`src/sv/meab_pkg.sv`:
```
package meab_pkg;

	// Store geometry and defaults for the top-level parameters.
	localparam int FAST_DEPTH      = 60;
	localparam int FAST_AW         = $clog2(FAST_DEPTH);
	localparam int FAST_HALF_OFS   = FAST_DEPTH / 2;
	localparam int SLOW_DEPTH_DEF  = 6;
	localparam int SAMPLE_BITS_DEF = 12;

	// Three interleaved channels per store, ten samples per fast estimate.
	localparam int CHANNELS = 3;
	localparam int TAPS     = 10;
	localparam int TAP_CW   = $clog2(TAPS);

	localparam int VALUE_W = 12;

	// Request command codes.
	localparam logic [2:0] CMD_WR_FAST   = 3'd0;
	localparam logic [2:0] CMD_WR_SLOW   = 3'd1;
	localparam logic [2:0] CMD_FAST_DONE = 3'd2;
	localparam logic [2:0] CMD_SLOW_DONE = 3'd3;
	localparam logic [2:0] CMD_READ      = 3'd4;

	// Read port ranges.
	localparam logic [2:0] PORT_FAST_LAST  = 3'd2;
	localparam logic [2:0] PORT_SLOW_FIRST = 3'd3;
	localparam logic [2:0] PORT_SLOW_LAST  = 3'd5;

	typedef struct packed {
		logic [2:0]  command;
		logic [5:0]  write_index;
		logic [11:0] sample;
		logic [2:0]  port;
	} req_t;

	typedef struct packed {
		logic [VALUE_W-1:0] value;
		logic               error;
	} rsp_t;

	typedef enum logic [2:0] {
		ST_IDLE,
		ST_FETCH,
		ST_DRAIN,
		ST_PART,
		ST_SUM,
		ST_MUL,
		ST_DONE
	} ctrl_state_t;

	typedef enum logic [1:0] {
		SRC_FAST,
		SRC_SLOW,
		SRC_ERR
	} src_t;

	// Commands from the controller to the datapath.
	typedef struct packed {
		logic wr_fast;
		logic wr_slow;
		logic flip_fast;
		logic flip_slow;
		logic start_fast;
		logic start_slow;
		logic fetch;
		logic load_out;
		src_t out_sel;
	} dp_cmd_t;

endpackage

```
`src/sv/meab_dp.sv`:
```
module meab_dp #(
	parameter int SLOW_DEPTH  = meab_pkg::SLOW_DEPTH_DEF,
	parameter int SAMPLE_BITS = meab_pkg::SAMPLE_BITS_DEF
) (
	input  logic              clk,
	input  logic              arst_n,
	input  meab_pkg::req_t    req,
	input  meab_pkg::dp_cmd_t cmd,
	output meab_pkg::rsp_t    rsp
);
	import meab_pkg::*;

	localparam int SW      = SAMPLE_BITS;
	localparam int SLOW_AW = $clog2(SLOW_DEPTH);
	localparam int SUM_W   = SW + 2;
	// Floor division by three as a multiply by a rounded-up reciprocal.
	localparam int DIV_SH  = SUM_W + 1;
	localparam int DIV_MUL = (2 ** DIV_SH) / 3 + 1;
	localparam int PROD_W  = SUM_W + DIV_SH - 1;

	function automatic logic [SW-1:0] mid3(input logic [SW-1:0] a, input logic [SW-1:0] b,
			input logic [SW-1:0] c);
		logic [SW-1:0] r;
		if ((a <= b && b <= c) || (c <= b && b <= a))
			r = b;
		else if ((b <= a && a <= c) || (c <= a && a <= b))
			r = a;
		else
			r = c;
		return r;
	endfunction

	function automatic logic [SW-1:0] pick4(input logic [SW-1:0] a, input logic [SW-1:0] b,
			input logic [SW-1:0] c, input logic [SW-1:0] d);
		logic [SW-1:0] r;
		if ((a <= b && b <= c && c <= d) || (d <= c && c <= b && b <= a))
			r = b;
		else if ((b <= a && a <= c && c <= d) || (d <= c && c <= a && a <= b))
			r = a;
		else if ((b <= c && c <= a && a <= d) || (d <= a && a <= c && c <= b))
			r = c;
		else
			r = d;
		return r;
	endfunction

	logic                  fast_half_q;
	logic                  slow_half_q;
	logic [SW-1:0]         fast_mem [FAST_DEPTH];
	logic [FAST_DEPTH-1:0] fast_vld_q;
	logic [SW-1:0]         slow_mem [SLOW_DEPTH];
	logic [SLOW_DEPTH-1:0] slow_vld_q;
	logic [FAST_AW-1:0]    fast_addr_q;
	logic [FAST_AW:0]      fast_addr_inc;
	logic [FAST_AW-1:0]    fast_addr_nxt;
	logic [FAST_AW-1:0]    fast_addr_start;
	logic [SW-1:0]         fast_rd_q;
	logic                  fast_rd_vld_q;
	logic [SW-1:0]         fast_word;
	logic                  rd_pend_s1;
	logic [SW-1:0]         taps_q [TAPS];
	logic [6:0]            slow_pos;
	logic [6:0]            slow_pos_wrap;
	logic [SLOW_AW-1:0]    slow_addr;
	logic [SW-1:0]         slow_rd_q;
	logic                  slow_rd_vld_q;
	logic [SW-1:0]         slow_word;
	logic                  fast_wr_ok;
	logic                  slow_wr_ok;
	logic [SW-1:0]         wr_sample;
	logic [SW-1:0]         part_s2 [3];
	logic [SUM_W-1:0]      sum_s3;
	logic [PROD_W-1:0]     prod_s4;
	logic [PROD_W-1:0]     quot;
	rsp_t                  rsp_q;

	assign wr_sample  = SW'(req.sample);
	assign fast_wr_ok = req.write_index < FAST_AW'(FAST_DEPTH);
	assign slow_wr_ok = {1'b0, req.write_index} < 7'(SLOW_DEPTH);

	// Half-select flags.
	always_ff @(posedge clk or negedge arst_n) begin
		if (!arst_n) begin
			fast_half_q <= 1'b1;
			slow_half_q <= 1'b1;
		end else begin
			if (cmd.flip_fast)
				fast_half_q <= ~fast_half_q;
			if (cmd.flip_slow)
				slow_half_q <= ~slow_half_q;
		end
	end

	// Per-entry written flags; an unwritten entry reads as zero.
	always_ff @(posedge clk or negedge arst_n) begin
		if (!arst_n) begin
			fast_vld_q <= '0;
			slow_vld_q <= '0;
		end else begin
			if (cmd.wr_fast && fast_wr_ok)
				fast_vld_q[req.write_index] <= 1'b1;
			if (cmd.wr_slow && slow_wr_ok)
				slow_vld_q[req.write_index[SLOW_AW-1:0]] <= 1'b1;
		end
	end

	// Fast store: one write port, one registered read port.
	always_ff @(posedge clk) begin
		if (cmd.wr_fast && fast_wr_ok)
			fast_mem[req.write_index] <= wr_sample;
		fast_rd_q     <= fast_mem[fast_addr_q];
		fast_rd_vld_q <= fast_vld_q[fast_addr_q];
	end

	assign fast_word = fast_rd_vld_q ? fast_rd_q : '0;

	// Slow read position, wrapped into the store.
	assign slow_pos = 7'(3'(req.port - PORT_SLOW_FIRST))
		+ (slow_half_q ? 7'(SLOW_DEPTH / 2) : 7'd0);
	assign slow_pos_wrap = (slow_pos >= 7'(SLOW_DEPTH)) ? slow_pos - 7'(SLOW_DEPTH) : slow_pos;
	assign slow_addr     = slow_pos_wrap[SLOW_AW-1:0];

	always_ff @(posedge clk) begin
		if (cmd.wr_slow && slow_wr_ok)
			slow_mem[req.write_index[SLOW_AW-1:0]] <= wr_sample;
		if (cmd.start_slow) begin
			slow_rd_q     <= slow_mem[slow_addr];
			slow_rd_vld_q <= slow_vld_q[slow_addr];
		end
	end

	assign slow_word = slow_rd_vld_q ? slow_rd_q : '0;

	// Fast address walks the channel's samples in steps of the channel count.
	assign fast_addr_start = FAST_AW'(req.port) + (fast_half_q ? FAST_AW'(FAST_HALF_OFS) : '0);
	assign fast_addr_inc   = {1'b0, fast_addr_q} + (FAST_AW + 1)'(CHANNELS);
	assign fast_addr_nxt   = (fast_addr_inc >= (FAST_AW + 1)'(FAST_DEPTH))
		? FAST_AW'(fast_addr_inc - (FAST_AW + 1)'(FAST_DEPTH)) : fast_addr_inc[FAST_AW-1:0];

	always_ff @(posedge clk) begin
		if (cmd.start_fast)
			fast_addr_q <= fast_addr_start;
		else if (cmd.fetch)
			fast_addr_q <= fast_addr_nxt;
	end

	always_ff @(posedge clk or negedge arst_n) begin
		if (!arst_n)
			rd_pend_s1 <= 1'b0;
		else
			rd_pend_s1 <= cmd.fetch;
	end

	// Sample window: the oldest fetched sample ends up in tap zero.
	always_ff @(posedge clk) begin
		if (rd_pend_s1) begin
			for (int i = 0; i < TAPS - 1; i++)
				taps_q[i] <= taps_q[i+1];
			taps_q[TAPS-1] <= fast_word;
		end
	end

	// Partial results, their sum and the scaled quotient.
	always_ff @(posedge clk) begin
		part_s2[0] <= mid3(taps_q[0], taps_q[1], taps_q[2]);
		part_s2[1] <= mid3(taps_q[3], taps_q[4], taps_q[5]);
		part_s2[2] <= pick4(taps_q[6], taps_q[7], taps_q[8], taps_q[9]);
		sum_s3     <= SUM_W'(part_s2[0]) + SUM_W'(part_s2[1]) + SUM_W'(part_s2[2]);
		prod_s4    <= PROD_W'(sum_s3) * PROD_W'(DIV_MUL);
	end

	assign quot = prod_s4 >> DIV_SH;

	always_ff @(posedge clk) begin
		if (cmd.load_out) begin
			unique case (cmd.out_sel)
				SRC_FAST: begin
					rsp_q.value <= VALUE_W'(quot);
					rsp_q.error <= 1'b0;
				end
				SRC_SLOW: begin
					rsp_q.value <= VALUE_W'(slow_word);
					rsp_q.error <= 1'b0;
				end
				default: begin
					rsp_q.value <= '0;
					rsp_q.error <= 1'b1;
				end
			endcase
		end
	end

	assign rsp = rsp_q;

endmodule

```
`src/sv/meab_ctrl.sv`:
```
module meab_ctrl (
	input  logic              clk,
	input  logic              arst_n,
	input  logic              req_valid,
	output logic              req_ready,
	input  meab_pkg::req_t    req,
	output logic              rsp_valid,
	input  logic              rsp_ready,
	output meab_pkg::dp_cmd_t cmd
);
	import meab_pkg::*;

	ctrl_state_t       state_q;
	ctrl_state_t       state_d;
	src_t              kind_q;
	src_t              kind_d;
	logic [TAP_CW-1:0] tap_q;
	logic [TAP_CW-1:0] tap_d;
	logic              out_valid_q;
	logic              accept;

	assign req_ready = (state_q == ST_IDLE);
	assign accept    = req_valid && req_ready;
	assign rsp_valid = out_valid_q;

	always_ff @(posedge clk or negedge arst_n) begin
		if (!arst_n) begin
			state_q     <= ST_IDLE;
			kind_q      <= SRC_FAST;
			tap_q       <= '0;
			out_valid_q <= 1'b0;
		end else begin
			state_q <= state_d;
			kind_q  <= kind_d;
			tap_q   <= tap_d;
			if (cmd.load_out)
				out_valid_q <= 1'b1;
			else if (rsp_ready)
				out_valid_q <= 1'b0;
		end
	end

	always_comb begin
		state_d = state_q;
		kind_d  = kind_q;
		tap_d   = tap_q;
		cmd     = '0;
		cmd.out_sel = kind_q;
		unique case (state_q)
			ST_IDLE: begin
				if (accept) begin
					unique case (req.command)
						CMD_WR_FAST:   cmd.wr_fast   = 1'b1;
						CMD_WR_SLOW:   cmd.wr_slow   = 1'b1;
						CMD_FAST_DONE: cmd.flip_fast = 1'b1;
						CMD_SLOW_DONE: cmd.flip_slow = 1'b1;
						CMD_READ: begin
							priority if (req.port <= PORT_FAST_LAST) begin
								cmd.start_fast = 1'b1;
								kind_d  = SRC_FAST;
								tap_d   = '0;
								state_d = ST_FETCH;
							end else if (req.port <= PORT_SLOW_LAST) begin
								cmd.start_slow = 1'b1;
								kind_d  = SRC_SLOW;
								state_d = ST_DONE;
							end else begin
								kind_d  = SRC_ERR;
								state_d = ST_DONE;
							end
						end
						default: ;
					endcase
				end
			end
			ST_FETCH: begin
				cmd.fetch = 1'b1;
				if (tap_q == TAP_CW'(TAPS - 1)) begin
					tap_d   = '0;
					state_d = ST_DRAIN;
				end else begin
					tap_d = tap_q + 1'b1;
				end
			end
			ST_DRAIN: state_d = ST_PART;
			ST_PART:  state_d = ST_SUM;
			ST_SUM:   state_d = ST_MUL;
			ST_MUL:   state_d = ST_DONE;
			ST_DONE: begin
				if (!out_valid_q || rsp_ready) begin
					cmd.load_out = 1'b1;
					state_d      = ST_IDLE;
				end
			end
			default: state_d = ST_IDLE;
		endcase
	end

endmodule

```
`src/sv/median_estimate_adc_buffer.sv`:
```
// Sample writes and half events give no response. A slow-port or invalid-port read goes
// straight to the done state; a fast-port read first fetches ten samples from the fast
// store, then passes drain, partials, sum and divide. Either read then loads the output
// register, waiting while an earlier response is still held; no new request is taken
// before that load. Reset clears both stores to read as zero and sets both half selects
// to the upper half; the block is ready as soon as reset is released.
module median_estimate_adc_buffer
	import meab_pkg::*;
#(
	parameter int SLOW_DEPTH  = meab_pkg::SLOW_DEPTH_DEF,
	parameter int SAMPLE_BITS = meab_pkg::SAMPLE_BITS_DEF
) (
	input  logic           clk,
	input  logic           arst_n,
	input  logic           req_valid,
	output logic           req_ready,
	input  meab_pkg::req_t req,
	output logic           rsp_valid,
	input  logic           rsp_ready,
	output meab_pkg::rsp_t rsp
);

	// The controller sequences each request and owns both handshakes. The
	// datapath holds the stores, the half selects, the ten-sample window and
	// the median/divide pipeline, and acts only on the controller's commands.
	dp_cmd_t cmd;

	// The response register parts the two sides: a new request is taken while
	// an earlier response still waits for the consumer, and only a read that
	// finishes while the slot is full waits in the controller.
	meab_ctrl u_ctrl (
		.clk       (clk),
		.arst_n    (arst_n),
		.req_valid (req_valid),
		.req_ready (req_ready),
		.req       (req),
		.rsp_valid (rsp_valid),
		.rsp_ready (rsp_ready),
		.cmd       (cmd)
	);

	// A fast read walks the selected channel in steps of three through the
	// single read port of the fast store; that port sets the read time.
	meab_dp #(
		.SLOW_DEPTH  (SLOW_DEPTH),
		.SAMPLE_BITS (SAMPLE_BITS)
	) u_dp (
		.clk    (clk),
		.arst_n (arst_n),
		.req    (req),
		.cmd    (cmd),
		.rsp    (rsp)
	);

	// Store accesses never coincide: writes and flips happen only when a request
	// is accepted, fetches only while the controller is busy.
	a_cmd_excl: assert property (@(posedge clk) disable iff (!arst_n)
		$onehot0({cmd.wr_fast, cmd.wr_slow, cmd.flip_fast, cmd.flip_slow,
			cmd.start_fast, cmd.start_slow, cmd.fetch}))
		else $error("datapath commands overlap");

	// An accepted fast-port read starts fetching in the next cycle.
	a_fast_start: assert property (@(posedge clk) disable iff (!arst_n)
		(req_valid && req_ready && req.command == CMD_READ && req.port <= PORT_FAST_LAST)
		|=> cmd.fetch)
		else $error("fast read did not start fetching");

	// A held response is never overwritten.
	a_no_overwrite: assert property (@(posedge clk) disable iff (!arst_n)
		(rsp_valid && !rsp_ready) |-> !cmd.load_out)
		else $error("response overwritten while stalled");

	// The controller takes no request while it works on a read.
	a_busy: assert property (@(posedge clk) disable iff (!arst_n)
		cmd.fetch |-> !req_ready)
		else $error("request accepted during fetch");

endmodule
```
`config.mk`:
```
export PLATFORM = sky130hd
export DESIGN_NAME = median_estimate_adc_buffer
export DESIGN_NICKNAME = d
export VERILOG_FILES = /design/src/sv/meab_pkg.sv /design/src/sv/meab_dp.sv /design/src/sv/meab_ctrl.sv /design/src/sv/median_estimate_adc_buffer.sv
export SDC_FILE = /design/constraint.sdc
export NUM_CORES = 2
export LEC_CHECK = 0
export ABC_AREA = 1
export BUFFER_PORTS_ARGS = -buffer_cell sky130_fd_sc_hd__buf_2
export CORE_ASPECT_RATIO = 0.5
export CORE_MARGIN = 3
export CORE_UTILIZATION = 55
export DETAILED_ROUTE_END_ITERATION = 6
export GPL_TIMING_DRIVEN = 0
export PLACE_DENSITY = 0.74
export SYNTH_ARGS = -nofsm -noshare
export SYNTH_HDL_FRONTEND = slang
export SYNTH_SLANG_ARGS = --single-unit
```
`constraint.sdc`:
```
create_clock -name clk -period 4.2 [get_ports clk]
set_clock_uncertainty 0.2 [all_clocks]
set_input_delay 0.84 -clock clk [delete_from_list [all_inputs] [get_ports clk]]
set_output_delay 0.84 -clock clk [all_outputs]
set_load 0.005 [all_outputs]
```
==> impl_metrics.tcl <==
set metrics [dict create \
    status "complete, but fails checks" \
    violations "slew limit, setup timing" \
    cts.path.max_buffers 3 \
    final_area_um2 56800 \
    holdWs_ps 222 \
    syn_to_final_growth_pct 12.2 \
    regToRegSetupSlack_ps -440 \
    clkTransAtPathRegs_ps 70 \
    gp_congestion 1.05 \
    period_needed_ps 4640 \
    synthDistinctLibCells 54 \
    grt_antenna_before_repair 12 \
    cts_tree "done" \
    setup_violations 12 \
    cp-end-kind "flop" \
    route.detailed.drc 0 \
    max_cap_viol_count 0 \
    drtPass1Iterations 6 \
    maxSlewViolCount 66 \
    async_reset_ff_share_pct 7.19 \
    hp-class "input port to flop" \
    fin_nets 4979 \
    row_count 77 \
    yosysSeqAreaShare_pct 62.9 \
    hold_violations 0 \
    grt_max_degree 67 \
    syn_inst 4467 \
    maxSlewHeadroom_pct -0.467 \
    worst_skew_pair.late_latency_ps 720 \
    h-tree-depth 3 \
    worstMarginPinSlew_ps 1510 \
    required_ps 4610 \
    drive_above_1_share_pct 10.1 \
    coreArea_um2 89800 \
    vias 36700 \
    grt_pass1_vias 35900 \
    yosys.area.top_type "edfxtp_1" \
    crit_path_start_kind "flop" \
    critPathKind "flop to flop" \
    wirelength_mm 160 \
    grt_setup_unrepaired "true" \
    clockRootBuffer "clkbuf_16" \
    dieArea_um2 96000 \
    detail_route.iter0.violations 5521 \
    yosysMostFrequentCell "edfxtp_1" \
    path_max_fanout 4 \
    place_area_um2 52800 \
    ant_nets 0 \
    cts-buffers-inserted 94 \
    clkSinkCount 1098 \
    synth-main-ff-cell "edfxtp_1" \
    syn-cell-area_um2 50600 \
    start_util_pct 56.4 \
    yosys_warnings 0 \
    syn_nets 4814 \
    synth_top_cell_area_share_pct 56.0 \
    timing.final.crit_share_pct 110 \
    ys_ff_latch 1098 \
    avgSynthCellArea_um2 11.3 \
    max_freq_mhz 215 \
    cp.arrival_ps 5050 \
    die_height_um 221 \
    wire_per_inst_um 27.0 \
    fill_cells 6784 \
    grtUsageTotal_pct 33.3 \
    grt-ovfl-total 0 \
    via_per_inst 6.17 \
    layout_setup_ws_ps -440 \
    die_w_um 435 \
    pin_count 43 \
    port_buffers 42 \
    synth_edf_count 944 \
    synth_commonest_cells "944 x edfxtp_1, 640 x nor2_1, 505 x nand2_1" \
    synth_area_leaders "edfxtp_1 56%, ha_1 6.4%, o21ai_0 4.8%, nor2_1 4.7%, dfrtp_1 3.8%" \
    post-dp-hpwl_mm 108 \
    grt_pass1_wl_mm 232 \
]
## cells by family after synthesis
kind of cell             share of synthesized area (%)
AO/OA/AOI/OAI                                     10.1
XOR/XNOR                                         0.830
adder cells (fa/ha/maj)                           8.77
buffers and inverters                             4.61
flip-flops                                        62.9
multiplexers                                     0.712
AND/OR/NAND/NOR                                   12.1
## final timing paths
kind                                            end  cells past startpoint               start
worst max-delay path               u_dp.prod_s4[23]                     20      u_dp.sum_s3[2]
worst max register to register     u_dp.prod_s4[23]                     20      u_dp.sum_s3[2]
max in group asynchronous       u_dp.fast_vld_q[11]                      3              arst_n
worst min-delay path               u_ctrl.rsp_valid                      4           rsp_ready
min in group asynchronous           u_ctrl.tap_q[1]                      2              arst_n
worst min register to register   u_dp.taps_q[8][10]                      0  u_dp.taps_q[9][10]
## cells in the final DEF, fill, tap and decap left out, types with 13 or more instances in the layout
cell type / count
bufinv_16: 17
o221ai_1: 39
o211ai_1: 22
buf_4: 33
or2_2: 19
dfxtp_1: 64
clkbuf_16: 95
nor2_1: 612
buf_2: 91
o21ai_1: 28
a21o_1: 15
mux2i_1: 36
inv_2: 22
nand2_4: 13
ha_1: 231
inv_1: 368
nand3_1: 173
o22ai_1: 80
nor2_2: 26
edfxtp_1: 944
o21ai_0: 482
nor2_4: 15
a21oi_1: 194
nand4_1: 22
ha_4: 28
buf_1: 21
clkbuf_1: 115
fa_1: 57
clkinv_1: 13
o2111ai_1: 17
nand2_1: 494
dfrtp_1: 76
xnor2_1: 14
nor3_1: 28
xor2_1: 32
clkinv_2: 16
or2_1: 21
## critical path, stage by stage, from the launching register on
cell and delay [ps]:
dfxtp_4 380, ha_4 290, ha_4 120, inv_2 40, fa_1 470, fa_1 550
inv_1 50, fa_1 480, inv_1 50, fa_1 570, inv_2 60, ha_4 290
nand2_1 130, nor2_1 210, inv_1 50, o21ai_0 150, nand2_1 80, nand3_2 80
nand2_1 60, nand2_1 70, xor2_1 170
## final cells by class
class,count,area (um^2),share of cell area (%)
diodes,2,5.00,0.00881
plain buffers,192,855,1.50
clock buffers,113,2480,4.37
clock inverters,65,888,1.56
inverters,392,1470,2.59
multi-input cells,2783,17200,30.2
flip-flops and latches,1098,31900,56.1
well taps,1224,1530,2.70
repair buffers,71,546,0.960
## sequential cells by signal (all words and copies together), names as in the netlist, 2 cells and up
register,flops
u_dp.slow_vld_q,6
u_dp.part_s2,36
u_dp.prod_s4,12
u_dp.fast_mem,720
u_dp.taps_q,120
u_dp.rsp,13
u_ctrl.tap_q,4
u_ctrl.kind_q,2
u_dp.fast_vld_q,60
u_ctrl.state_q,3
u_dp.sum_s3,14
u_dp.slow_rd_q,12
u_dp.slow_mem,72
u_dp.fast_rd_q,12
u_dp.fast_addr_q,6
## layer usage
metal	vias up	wire length, um	global-route usage [%]
met5	-	76	0
met4	12	9240	16.2
met3	590	22000	10.8
met2	2492	69500	51.2
met1	17600	59600	43.1
li1	16000	-	-
## timing repair
action	CTS	global route
buffers inserted	17	3
endpoints found under the setup margin	12	16
endpoints found under the hold margin	17	0
resized for setup	76	29
hold buffers	1	0
pin swaps	53	24
## stage by stage
step	setup WS (ps)	setup TNS [ps]	utilization, %	instances
6_report	-440	-3930	63.3	5940
5_1_grt	-584	-5870	63.3	5939
4_1_cts	-452	-4110	63.1	5936
3_5_place_dp	-594	-6800	58.8	5740
3_3_place_gp	-572	-40000	58.6	5733
2_1_floorplan	-171	-675	-	4467
Power is not shown: default switching activity piles up to over one toggle a cycle in this logic, so the estimate is an artifact.
